==> config.mk <==
export PLATFORM = sky130hd
export DESIGN_NAME = json_string_unescape_utf8_top_flat
export DESIGN_NICKNAME = d
export VERILOG_FILES = /design/src/sv/jsu_pkg.sv /design/src/sv/jsu_if.sv /design/src/sv/jsu_decode.sv /design/src/sv/jsu_drain.sv /design/src/sv/json_string_unescape_utf8_top.sv /design/src/flat_wrapper.sv
export SDC_FILE = /design/constraint.sdc
export NUM_CORES = 1
export LEC_CHECK = 0
export BUFFER_PORTS_ARGS = -buffer_cell sky130_fd_sc_hd__buf_2
export CORE_MARGIN = 2
export CORE_UTILIZATION = 56
export DETAILED_ROUTE_END_ITERATION = 6
export HOLD_SLACK_MARGIN = 0.12
export PLACE_DENSITY = 0.77
export SETUP_SLACK_MARGIN = 0.15
export SLEW_MARGIN = 20
export SYNTH_ARGS = -nofsm -noshare
export SYNTH_HDL_FRONTEND = slang
export SYNTH_SLANG_ARGS = --single-unit
==> constraint.sdc <==
create_clock -name i_clk -period 8.6 [get_ports i_clk]
set_clock_uncertainty 0.05 [all_clocks]
set_input_delay 1.72 -clock i_clk [delete_from_list [all_inputs] [get_ports i_clk]]
set_output_delay 1.72 -clock i_clk [all_outputs]
set_load 0.05 [all_outputs]
==> src/sv/jsu_pkg.sv <==
// ----------------------------------------------------------------------------
// jsu_pkg
// Shared types and codes of the JSON string unescaper.
// ----------------------------------------------------------------------------
package jsu_pkg;

    // width of the per-string output byte counter
    localparam int CNT_W = 16;

    typedef logic [2:0]       t_phase;
    typedef logic [2:0]       t_status;
    typedef logic [CNT_W-1:0] t_count;

    localparam t_phase PH_TEXT    = 3'd0;
    localparam t_phase PH_ESC     = 3'd1;
    localparam t_phase PH_HEX0    = 3'd2;
    localparam t_phase PH_HEX1    = 3'd3;
    localparam t_phase PH_HEX2    = 3'd4;
    localparam t_phase PH_HEX3    = 3'd5;
    localparam t_phase PH_WANT_BS = 3'd6;
    localparam t_phase PH_WANT_U  = 3'd7;

    localparam t_status ST_OK       = 3'd0;
    localparam t_status ST_BAD_ESC  = 3'd1;
    localparam t_status ST_BAD_HEX  = 3'd2;
    localparam t_status ST_BAD_SURR = 3'd3;
    localparam t_status ST_OVERFLOW = 3'd4;
    localparam t_status ST_TRUNC    = 3'd5;

    typedef struct packed {
        t_phase      phase;
        logic [15:0] accum;
        logic [9:0]  high_part;
        logic        need_low;
        t_count      written;
        t_status     err;
    } t_state;

    // results caused by one input item: up to four data bytes and a completion
    typedef struct packed {
        logic [3:0][7:0] data;
        logic [2:0]      cnt;
        logic            has_end;
        t_status         status;
    } t_bundle;

endpackage

==> src/sv/jsu_if.sv <==
// ----------------------------------------------------------------------------
// jsu_if
// Channel interfaces: raw byte input, decoded byte output, config write.
// ----------------------------------------------------------------------------
interface jsu_in_if;
    logic       valid;
    logic       ready;
    logic [7:0] in_byte;
    logic       last_byte;
    modport source (output valid, output in_byte, output last_byte, input ready);
    modport sink   (input valid, input in_byte, input last_byte, output ready);
endinterface

interface jsu_out_if;
    logic       valid;
    logic       ready;
    logic [7:0] out_byte;
    logic       is_end;
    logic [2:0] status;
    modport source (output valid, output out_byte, output is_end, output status, input ready);
    modport sink   (input valid, input out_byte, input is_end, input status, output ready);
endinterface

interface jsu_cfg_if;
    logic        valid;
    logic        ready;
    logic [15:0] data;
    modport source (output valid, output data, input ready);
    modport sink   (input valid, input data, output ready);
endinterface

==> src/sv/jsu_decode.sv <==
// ----------------------------------------------------------------------------
// jsu_decode
// Combinational step: one raw byte against the string state gives the next
// state and the bundle of results for that byte.
// ----------------------------------------------------------------------------
module jsu_decode (
    input  jsu_pkg::t_state  i_state,
    input  logic [7:0]       i_byte,
    input  logic             i_last,
    input  jsu_pkg::t_count  i_limit,
    output jsu_pkg::t_state  o_state,
    output jsu_pkg::t_bundle o_bundle
);
    import jsu_pkg::*;

    t_state      s;
    t_state      s_fin;
    logic [3:0]  digit;
    logic        digit_ok;
    logic [15:0] v;
    logic [20:0] cp;
    logic        do_code;
    logic [2:0]  len;
    logic [3:0][7:0] enc;
    logic [2:0]  cnt;
    logic [2:0]  cnt_fin;
    logic [3:0][7:0] data;
    logic [3:0][7:0] data_fin;
    logic [CNT_W:0] need;
    t_status     st;

    always_comb begin
        digit    = 4'd0;
        digit_ok = 1'b1;
        if (i_byte inside {[8'h61:8'h66]}) begin
            digit = 4'(i_byte - 8'h57);
        end else if (i_byte inside {[8'h41:8'h46]}) begin
            digit = 4'(i_byte - 8'h37);
        end else if (i_byte inside {[8'h30:8'h39]}) begin
            digit = 4'(i_byte - 8'h30);
        end else begin
            digit_ok = 1'b0;
        end
    end

    assign v = {i_state.accum[11:0], digit};

    always_comb begin
        s       = i_state;
        cnt     = 3'd0;
        data    = '0;
        cp      = 21'd0;
        do_code = 1'b0;
        if (i_state.err == ST_OK) begin
            if (i_state.written >= i_limit) begin
                s.err = ST_OVERFLOW;
            end else begin
                case (i_state.phase)
                    PH_TEXT: begin
                        if (i_byte == 8'h5C) begin
                            s.phase = PH_ESC;
                        end else begin
                            cnt     = 3'd1;
                            data[0] = i_byte;
                        end
                    end
                    PH_ESC: begin
                        s.phase = PH_TEXT;
                        cnt     = 3'd1;
                        case (i_byte)
                            8'h75: begin
                                s.phase = PH_HEX0;
                                s.accum = '0;
                                cnt     = 3'd0;
                            end
                            8'h6E:   data[0] = 8'h0A;
                            8'h22:   data[0] = 8'h22;
                            8'h5C:   data[0] = 8'h5C;
                            8'h74:   data[0] = 8'h09;
                            8'h2F:   data[0] = 8'h2F;
                            8'h72:   data[0] = 8'h0D;
                            8'h62:   data[0] = 8'h08;
                            8'h66:   data[0] = 8'h0C;
                            default: begin
                                s.err = ST_BAD_ESC;
                                cnt   = 3'd0;
                            end
                        endcase
                    end
                    PH_HEX0, PH_HEX1, PH_HEX2, PH_HEX3: begin
                        if (!digit_ok) begin
                            s.err = ST_BAD_HEX;
                        end else if (i_state.phase != PH_HEX3) begin
                            s.accum = v;
                            s.phase = i_state.phase + 3'd1;
                        end else begin
                            s.accum = '0;
                            s.phase = PH_TEXT;
                            if (!i_state.need_low) begin
                                if (v inside {[16'hDC00:16'hDFFF]}) begin
                                    s.err = ST_BAD_SURR;
                                end else if (v inside {[16'hD800:16'hDBFF]}) begin
                                    s.high_part = v[9:0];
                                    s.need_low  = 1'b1;
                                    s.phase     = PH_WANT_BS;
                                end else begin
                                    cp      = 21'(v);
                                    do_code = 1'b1;
                                end
                            end else begin
                                if (!(v inside {[16'hDC00:16'hDFFF]})) begin
                                    s.err = ST_BAD_SURR;
                                end else begin
                                    s.need_low = 1'b0;
                                    cp      = {1'b0, i_state.high_part, v[9:0]} + 21'h10000;
                                    do_code = 1'b1;
                                end
                            end
                        end
                    end
                    PH_WANT_BS: begin
                        if (i_byte == 8'h5C) s.phase = PH_WANT_U;
                        else s.err = ST_BAD_SURR;
                    end
                    PH_WANT_U: begin
                        if (i_byte == 8'h75) begin
                            s.phase = PH_HEX0;
                            s.accum = '0;
                        end else begin
                            s.err = ST_BAD_SURR;
                        end
                    end
                    default: s.phase = PH_TEXT;
                endcase
            end
        end
    end

    // utf-8 encoding of the finished code point
    logic [20:0] cpx;
    assign cpx = (cp > 21'h10FFFF) ? 21'h00FFFD : cp;

    always_comb begin
        enc = '0;
        if (cpx < 21'h80) begin
            len    = 3'd1;
            enc[0] = cpx[7:0];
        end else if (cpx < 21'h800) begin
            len    = 3'd2;
            enc[0] = {3'b110, cpx[10:6]};
            enc[1] = {2'b10, cpx[5:0]};
        end else if (cpx < 21'h10000) begin
            len    = 3'd3;
            enc[0] = {4'b1110, cpx[15:12]};
            enc[1] = {2'b10, cpx[11:6]};
            enc[2] = {2'b10, cpx[5:0]};
        end else begin
            len    = 3'd4;
            enc[0] = {5'b11110, cpx[20:18]};
            enc[1] = {2'b10, cpx[17:12]};
            enc[2] = {2'b10, cpx[11:6]};
            enc[3] = {2'b10, cpx[5:0]};
        end
    end

    assign need = {1'b0, i_state.written} + (CNT_W+1)'(len);

    // a character is written whole or not at all
    always_comb begin
        s_fin    = s;
        cnt_fin  = cnt;
        data_fin = data;
        if (do_code) begin
            if (need > {1'b0, i_limit}) begin
                s_fin.err = ST_OVERFLOW;
            end else begin
                cnt_fin  = len;
                data_fin = enc;
            end
        end
        s_fin.written = i_state.written + CNT_W'(cnt_fin);
    end

    always_comb begin
        if (s_fin.err != ST_OK)          st = s_fin.err;
        else if (s_fin.need_low)         st = ST_BAD_SURR;
        else if (s_fin.phase != PH_TEXT) st = ST_TRUNC;
        else                             st = ST_OK;
    end

    always_comb begin
        o_bundle.data    = data_fin;
        o_bundle.cnt     = cnt_fin;
        o_bundle.has_end = i_last;
        o_bundle.status  = st;
        o_state          = i_last ? '0 : s_fin;
    end

endmodule

==> src/sv/jsu_drain.sv <==
// ----------------------------------------------------------------------------
// jsu_drain
// Result register: holds one bundle and hands its items out one per cycle while the output is ready.
// ----------------------------------------------------------------------------
module jsu_drain (
    input  logic              i_clk,
    input  logic              i_rst_n,
    input  logic              i_load,
    input  jsu_pkg::t_bundle  i_bundle,
    output logic              o_can_load,
    jsu_out_if.source         o_out
);
    import jsu_pkg::*;

    t_bundle    r_bundle;
    logic       r_busy;
    logic [2:0] r_idx;
    logic [2:0] total;
    logic       take;
    logic       last_take;
    logic       on_data;

    assign total     = r_bundle.cnt + 3'(r_bundle.has_end);
    assign take      = r_busy && o_out.ready;
    assign last_take = take && (r_idx == total - 3'd1);
    assign o_can_load = !r_busy || last_take;
    assign on_data   = r_idx < r_bundle.cnt;

    assign o_out.valid    = r_busy;
    assign o_out.out_byte = on_data ? r_bundle.data[r_idx[1:0]] : 8'h00;
    assign o_out.is_end   = !on_data;
    assign o_out.status   = on_data ? ST_OK : r_bundle.status;

    // an item with no results leaves the register empty
    always_ff @(posedge i_clk) begin
        if (!i_rst_n) begin
            r_busy <= 1'b0;
            r_idx  <= 3'd0;
        end else if (i_load && (i_bundle.cnt != 3'd0 || i_bundle.has_end)) begin
            r_busy <= 1'b1;
            r_idx  <= 3'd0;
        end else if (last_take) begin
            r_busy <= 1'b0;
            r_idx  <= 3'd0;
        end else if (take) begin
            r_idx <= r_idx + 3'd1;
        end
    end

    always_ff @(posedge i_clk) begin
        if (i_load) begin
            r_bundle <= i_bundle;
        end
    end

endmodule

==> src/sv/json_string_unescape_utf8_top.sv <==
// Latency: an item's first result is shown the cycle after it is accepted.
// Throughput: one byte per cycle; a byte that decodes to more than one result
// holds the input as the result register drains, one item per cycle if ready.
// Reset: synchronous active low; clears the string state and the result
// register, and sets buffer_size to 256 (output limit 255).
// ----------------------------------------------------------------------------
// json_string_unescape_utf8_top
// JSON string body unescaper with UTF-8 output and a completion item per
// string.
// ----------------------------------------------------------------------------
module json_string_unescape_utf8_top (
    input  logic      i_clk,
    input  logic      i_rst_n,
    jsu_in_if.sink    i_in,
    jsu_out_if.source o_out,
    jsu_cfg_if.sink   i_cfg
);
    import jsu_pkg::*;

    localparam logic [32:0] CNT_MAX = (33'd1 << CNT_W) - 33'd1;

    function automatic t_count limit_of(input logic [15:0] size);
        logic [32:0] lim;
        lim = (size >= 16'd2) ? 33'(size - 16'd1) : 33'd0;
        return (lim < CNT_MAX) ? lim[CNT_W-1:0] : CNT_MAX[CNT_W-1:0];
    endfunction

    t_state  r_state;
    t_state  n_state;
    t_count  r_limit;
    t_bundle bundle;
    logic    can_load;
    logic    accept;

    assign i_cfg.ready = 1'b1;
    assign i_in.ready  = can_load;
    assign accept      = i_in.valid && can_load;

    always_ff @(posedge i_clk) begin
        if (!i_rst_n) begin
            r_limit <= limit_of(16'd256);
        end else if (i_cfg.valid) begin
            r_limit <= limit_of(i_cfg.data);
        end
    end

    always_ff @(posedge i_clk) begin
        if (!i_rst_n) begin
            r_state <= '0;
        end else if (accept) begin
            r_state <= n_state;
        end
    end

    jsu_decode u_decode (
        .i_state  (r_state),
        .i_byte   (i_in.in_byte),
        .i_last   (i_in.last_byte),
        .i_limit  (r_limit),
        .o_state  (n_state),
        .o_bundle (bundle)
    );

    jsu_drain u_drain (
        .i_clk      (i_clk),
        .i_rst_n    (i_rst_n),
        .i_load     (accept),
        .i_bundle   (bundle),
        .o_can_load (can_load),
        .o_out      (o_out)
    );

    // a final byte leaves a clean string state
    a_clear_after_last: assert property (@(posedge i_clk) disable iff (!i_rst_n)
        accept && i_in.last_byte |=> r_state == '0)
        else $error("string state not cleared after final byte");

    // once in error, a non-final byte gives nothing
    a_sticky_error: assert property (@(posedge i_clk) disable iff (!i_rst_n)
        accept && !i_in.last_byte && r_state.err != ST_OK |=> !o_out.valid)
        else $error("result produced after sticky error");

    a_end_status: assert property (@(posedge i_clk) disable iff (!i_rst_n)
        o_out.valid && o_out.is_end |-> o_out.status <= ST_TRUNC && o_out.out_byte == 8'h00)
        else $error("bad completion item");

endmodule
==> src/flat_wrapper.sv <==
// flat-port wrapper written by rule: the top's interface ports become plain ports
module json_string_unescape_utf8_top_flat import jsu_pkg::*;
  (i_clk, i_rst_n, i_in_valid, i_in_in_byte, i_in_last_byte, i_in_ready, o_out_valid, o_out_out_byte, o_out_is_end, o_out_status, o_out_ready, i_cfg_valid, i_cfg_data, i_cfg_ready);
  jsu_in_if i_in_i ();
  jsu_out_if o_out_i ();
  jsu_cfg_if i_cfg_i ();
  input  logic i_clk;
  input  logic i_rst_n;
  input wire logic [$bits(i_in_i.valid)-1:0] i_in_valid;
  input wire logic [$bits(i_in_i.in_byte)-1:0] i_in_in_byte;
  input wire logic [$bits(i_in_i.last_byte)-1:0] i_in_last_byte;
  output wire logic [$bits(i_in_i.ready)-1:0] i_in_ready;
  output wire logic [$bits(o_out_i.valid)-1:0] o_out_valid;
  output wire logic [$bits(o_out_i.out_byte)-1:0] o_out_out_byte;
  output wire logic [$bits(o_out_i.is_end)-1:0] o_out_is_end;
  output wire logic [$bits(o_out_i.status)-1:0] o_out_status;
  input wire logic [$bits(o_out_i.ready)-1:0] o_out_ready;
  input wire logic [$bits(i_cfg_i.valid)-1:0] i_cfg_valid;
  input wire logic [$bits(i_cfg_i.data)-1:0] i_cfg_data;
  output wire logic [$bits(i_cfg_i.ready)-1:0] i_cfg_ready;
  assign i_in_i.valid = i_in_valid;
  assign i_in_i.in_byte = i_in_in_byte;
  assign i_in_i.last_byte = i_in_last_byte;
  assign i_in_ready = i_in_i.ready;
  assign o_out_valid = o_out_i.valid;
  assign o_out_out_byte = o_out_i.out_byte;
  assign o_out_is_end = o_out_i.is_end;
  assign o_out_status = o_out_i.status;
  assign o_out_i.ready = o_out_ready;
  assign i_cfg_i.valid = i_cfg_valid;
  assign i_cfg_i.data = i_cfg_data;
  assign i_cfg_ready = i_cfg_i.ready;
  json_string_unescape_utf8_top u_core (.i_clk(i_clk), .i_rst_n(i_rst_n), .i_in(i_in_i), .o_out(o_out_i), .i_cfg(i_cfg_i));
endmodule
== After elaboration in Yosys (flattened, before gate mapping) ==
Cells that the tools add are included.
Operators by class
  add/subtract/negate cells: 11
  $mul: 0
  divide/modulo/power cells: 0
  magnitude comparators: 20
  eq/ne operators: 25
  shifts and indexed selects: 0
  muxes and demuxes: 91
  bitwise gates (word level): 2
  reductions and logical operators: 33
Operator list (number)
  two-way mux 21 bit: 8
  two-way mux 30 bit: 3
  two-way mux 3 bit: 26
  two-way mux 8 bit: 9
  two-way mux 16 bit: 4
  == test 8 x 7 -> 1 bit, second input constant: 7
  one-hot mux 7 bit (8 select lines): 1
  two-way mux 49 bit: 1
  one-hot mux 16 bit (3 select lines): 1
  two-way mux 11 bit: 4
  two-way mux 19 bit: 2
  < comparator 33 x 16 -> 1 bit, second input constant: 1
  two-way mux 33 bit: 1
  >= comparator 16 bit, second input constant: 2
  less-or-equal comparator 16 bit, second input constant: 2
  two-way mux 22 bit: 1
  adder 20 x 17 -> 21 bit, second input constant: 1
  > comparator 21 bit, second input constant: 1
  < comparator 21 x 12 -> 1 bit, second input constant: 1
  < comparator 21 x 17 -> 1 bit, second input constant: 1
  < comparator 21 x 8 -> 1 bit, second input constant: 1
  two-way mux 1 bit: 20
  two-way mux 18 bit: 1
  adder 16 x 3 -> 17 bit: 1
  45 further kinds: 82
Storage, ports and cells
  bits in registers: 104
  latch bits: 0
  RAM bits: 0
  bits in read-only memories: 0
  bits of input ports: 30
  output and inout port bits: 15
  word-level logic and storage cells: 200
  memories: 0

== Depth between registers and ports, before layout ==
  depth after elaboration: 29
  mapped depth: 36
  gate-level depth less buffers: 32

== Hierarchy ==
A second synthesis with hierarchy kept.
Unflattened totals
  cells, all modules: 1011
  area, all modules: 8318.0 sq um
Modules (own cells, without submodules)
  jsu_decode: instances 1, cells each 591, area an instance 3868.7 sq um
  json_string_unescape_utf8_top: instances 1, cells each 326, area an instance 2708.8 sq um
  jsu_drain: instances 1, cells each 94, area an instance 1740.4 sq um

== Worst setup path after synthesis ==
OpenSTA, ideal clock, no wires.
  path kind: input -> register
  from: input port i_in_in_byte[0]
  to: register u_core.r_state[15] in the netlist's numbering
  library setup time: 71 ps
  arrival time: 8319 ps
  data required time: 8479 ps
  setup slack: 160 ps
  stages: 32
  path buffers: 3
  cells stage by stage: inv_1 > ha_1 > nor3b_1 > or4_4 > o21bai_2 > buf_4 > nand2_1 > nor2_1 > o21ai_1 > nand2b_1 > fa_1 > nor2b_1 > o21ai_0 > or2_2 > nor2_1 > xor2_1 > ha_1 > a22oi_1 > nand2_1 > a2111oi_0 > a211oi_1 > or4_1 > buf_2 > or2_0 > buf_6 > nor2_1 > fa_1 > a21oi_1 > nor3b_1 > nand2b_1 > or3_1 > a21oi_1
RTL lines
  start, declared: line flat_wrapper.sv:10  | input wire logic [$bits(i_in_i.in_byte)-1:0] i_in_in_byte;
  end signal, assigned: line json_string_unescape_utf8_top.sv:51  | r_state <= n_state;
  end, declared: line json_string_unescape_utf8_top.sv:28  | t_state r_state;

==> flow_summary.ini <==
[logic_synthesis]
synth_area_leaders = dfxtp_1, edfxtp_1, ha_1
ys_seq_area_frac = 0.317
synth_top_area_cell = dfxtp_1
synth-seq-cells = 101
yosys-top-cells-count = nand2_1, nor2_1, dfxtp_1
yosysWarnings = 0
synth_top_area_frac = 0.173
yosys.cell_count.top_type = nand2_1
synthFlopType = dfxtp_1
synth_edf_count = 36
synth_nets = 975
netlist_area_sq_um = 7510
syn_inst = 887
syn_avg_cell_area_sq_um = 8.47
ys_types = 85
synthArstFlopShare = 0

[global_route]
globalRouteTotalUtil = 0.281
antenna_found_initial = 0
overflow = 0
grt_max_degree = 40
grt_first_pass_wirelength_mm = 32.1
grt_pass1_vias = 6355

[run]
cap_viol_max_count = 0

[cells_and_area]
layout.cells.non_filler = 1100
area_growth_pct = 9.46
nets = 1007
design_area_sq_um = 8220
antennaDiodeCount = 0
drive_above_1_share = 0.130
fillCellCount = 1146

[power]
p_per_area_nw_per_um2 = 127
combPwrFrac = 0.119
p_clk_frac = 0.387
swShare = 0.256
switching_power_uw = 268
internal_power_uw = 777
p_seq_frac = 0.494
leakagePower_uw = 0.00321
ir_drop_uv = 96.9

[place]
dp_cells = 1084
dp_slack_ns = -0.0592
portBuffers = 43
hpwl_mm = 15.1
dpl_cell_area_sq_um = 7900
gp_congestion = 1.03

[clock_tree]
cts_tree = yes
insertion_delay_ns = 0.36
clockBufferDepth = 2
post_cts_buffers = 0
cts_resized = 0
cts.sinks = 101
postCtsHoldBufs = 0
cts_root_buf = clkbuf_16
cts_buffers = 9
htree_levels = 3
clkTransAtPathRegs_ns = 0.07

[setup_path]
crit_type = in2reg
slowest_delay_ns = 0.54
ff2ff_setup_slack_ns = 1.35
rr_worst_depth = 28
cp-end-kind = register
crit_top_cell = ha_1
r2r_start = u_core.r_state[19]$_SDFFE_PN0P_
start_kind = input pin
arrival_ns = 8.25
required_ns = 8.84
critical_path.max_fanout = 13
reg2reg_to = u_core.r_state[13]$_SDFFE_PN0P_
crit_path_top_delay_cell = or4_1

[route]
drt-total-wl_mm = 19.8
drc = 0
drt-wirelength-per-cell_microns = 18.0
vias_per_cell = 6.18
final_antenna_net_count = 0
dr.pass1.iters = 5
vias = 6800
drt-initial-drc-count = 552

[floorplan]
die_h_microns = 120
rows = 42
start_util = 0.570
num_io_pins = 45
fp.coreArea_sq_um = 13200
fp.dieArea_sq_um = 14400
die_x_microns = 120

[sta]
setup_viol = 0
fmax_mhz = 125
hold_viol = 0
drv_slew = 0
rsz0062_at_grt = no
setup_tns_ns = 0
max_slew.worst_pin.slew_ns = 0.779
slew_headroom = 0.480
fin_ws_ns = 0.598
fin_crit_ns = 8.00
period_share = 0.930

[min_path]
min_from = u_core.r_state[22]$_SDFFE_PN0P_
min_to = u_core.r_state[22]$_SDFFE_PN0P_
whs_path_depth = 2
hold_path.class = reg2reg

[outcome]
outcome = finished clean
-- layer usage --
| layer | track usage | routed length [microns] | vias to the layer above |
|---|---|---|---|
| li1 | - | - | 3324 |
| met1 | 0.387 | 9010 | 3168 |
| met2 | 0.442 | 8840 | 265 |
| met3 | 0.0456 | 1320 | 43 |
| met4 | 0.115 | 584 | 0 |
| met5 | 0 | 0 | - |
-- power by group through the flow --
stage | combinational (uW) | clock (uW) | sequential (uW)
6_report | 124 | 404 | 516
5_1_grt | 138 | 427 | 517
4_1_cts | 124 | 411 | 516
3_5_place_dp | 123 | 0 | 527
3_3_place_gp | 121 | 0 | 526
2_1_floorplan | 87.1 | 0 | 524
-- sequential cells by signal (all words and copies together) (netlist names) --
register,cells
u_core.r_limit,16
u_core.r_state,45
u_core.u_drain.o_out.valid,1
u_core.u_drain.r_bundle,36
u_core.u_drain.r_idx,3
-- worst max-delay path: cells and delay by family --
family	cells	cell delay [ns]
simple gates	14	2.94
fa+ha+maj	5	1.30
xor+xnor	1	0.15
compound gates	8	1.44
buf+inv	5	0.69
-- cell usage in the layout (no fill, tap or decap), drive strengths merged, types with 15 or more instances in the layout --
master,n
a22oi,17
a21boi,15
nor2,72
nand3,40
buf,63
edfxtp,36
nand2,82
xnor2,18
o21ai,48
xor2,22
a21oi,41
inv,53
nor2b,32
dfxtp,65
nor3,28
ha,56
-- worst max path at each step --
stage | from | end | slack, ns | depth (start not counted)
2_1_floorplan | i_in_in_byte[0] | u_core.r_state[15]$_SDFFE_PN0P_ | 0.16 | 32
3_3_place_gp | i_in_in_byte[0] | u_core.r_state[15]$_SDFFE_PN0P_ | 0.22 | 33
3_5_place_dp | i_in_in_byte[0] | u_core.r_state[13]$_SDFFE_PN0P_ | -0.06 | 33
4_1_cts | i_in_in_byte[0] | u_core.r_state[13]$_SDFFE_PN0P_ | 0.25 | 33
5_1_grt | i_in_in_byte[0] | u_core.r_state[13]$_SDFFE_PN0P_ | 0.19 | 31
6_report | i_in_in_byte[0] | u_core.r_state[13]$_SDFFE_PN0P_ | 0.60 | 33
-- metrics by stage --
| stage | total power, uW | utilization | hold slack [ns] |
|---|---|---|---|
| after floorplan | 612 | - | 0.394 |
| after global placement | 647 | 0.599 | 0.413 |
| after detailed placement | 650 | 0.599 | 0.428 |
| after CTS | 1050 | 0.621 | 0.442 |
| after global routing | 1080 | 0.623 | 0.458 |
| final | 1040 | 0.623 | 0.437 |
-- final cells by class --
cell class,count,area (sq um),share of cell area
Clock buffer,10,229,0.0278
Clock inverter,6,62.6,0.00761
Inverter,54,203,0.0246
Multi-Input combinational cell,690,4760,0.579
Sequential cell,101,2380,0.290
Tap cell,176,220,0.0268
Timing Repair Buffer,63,365,0.0444
-- cell families (layout without fill, tap and decap cells) --
group                      Yosys count  after routing  share of synthesized area
adders and majority gates           58             58                     0.0986
DFF                                101            101                      0.317
and+or+nand+nor                    346            346                      0.234
muxes                               19             19                     0.0381
xor gates and xnor gates            41             41                     0.0498
AOI/OAI and AO/OA                  225            225                      0.209
other                                1              1                   0.000499
buffers and inverters               96            133                     0.0535
Note: power is estimated with default switching activity, not from simulation.
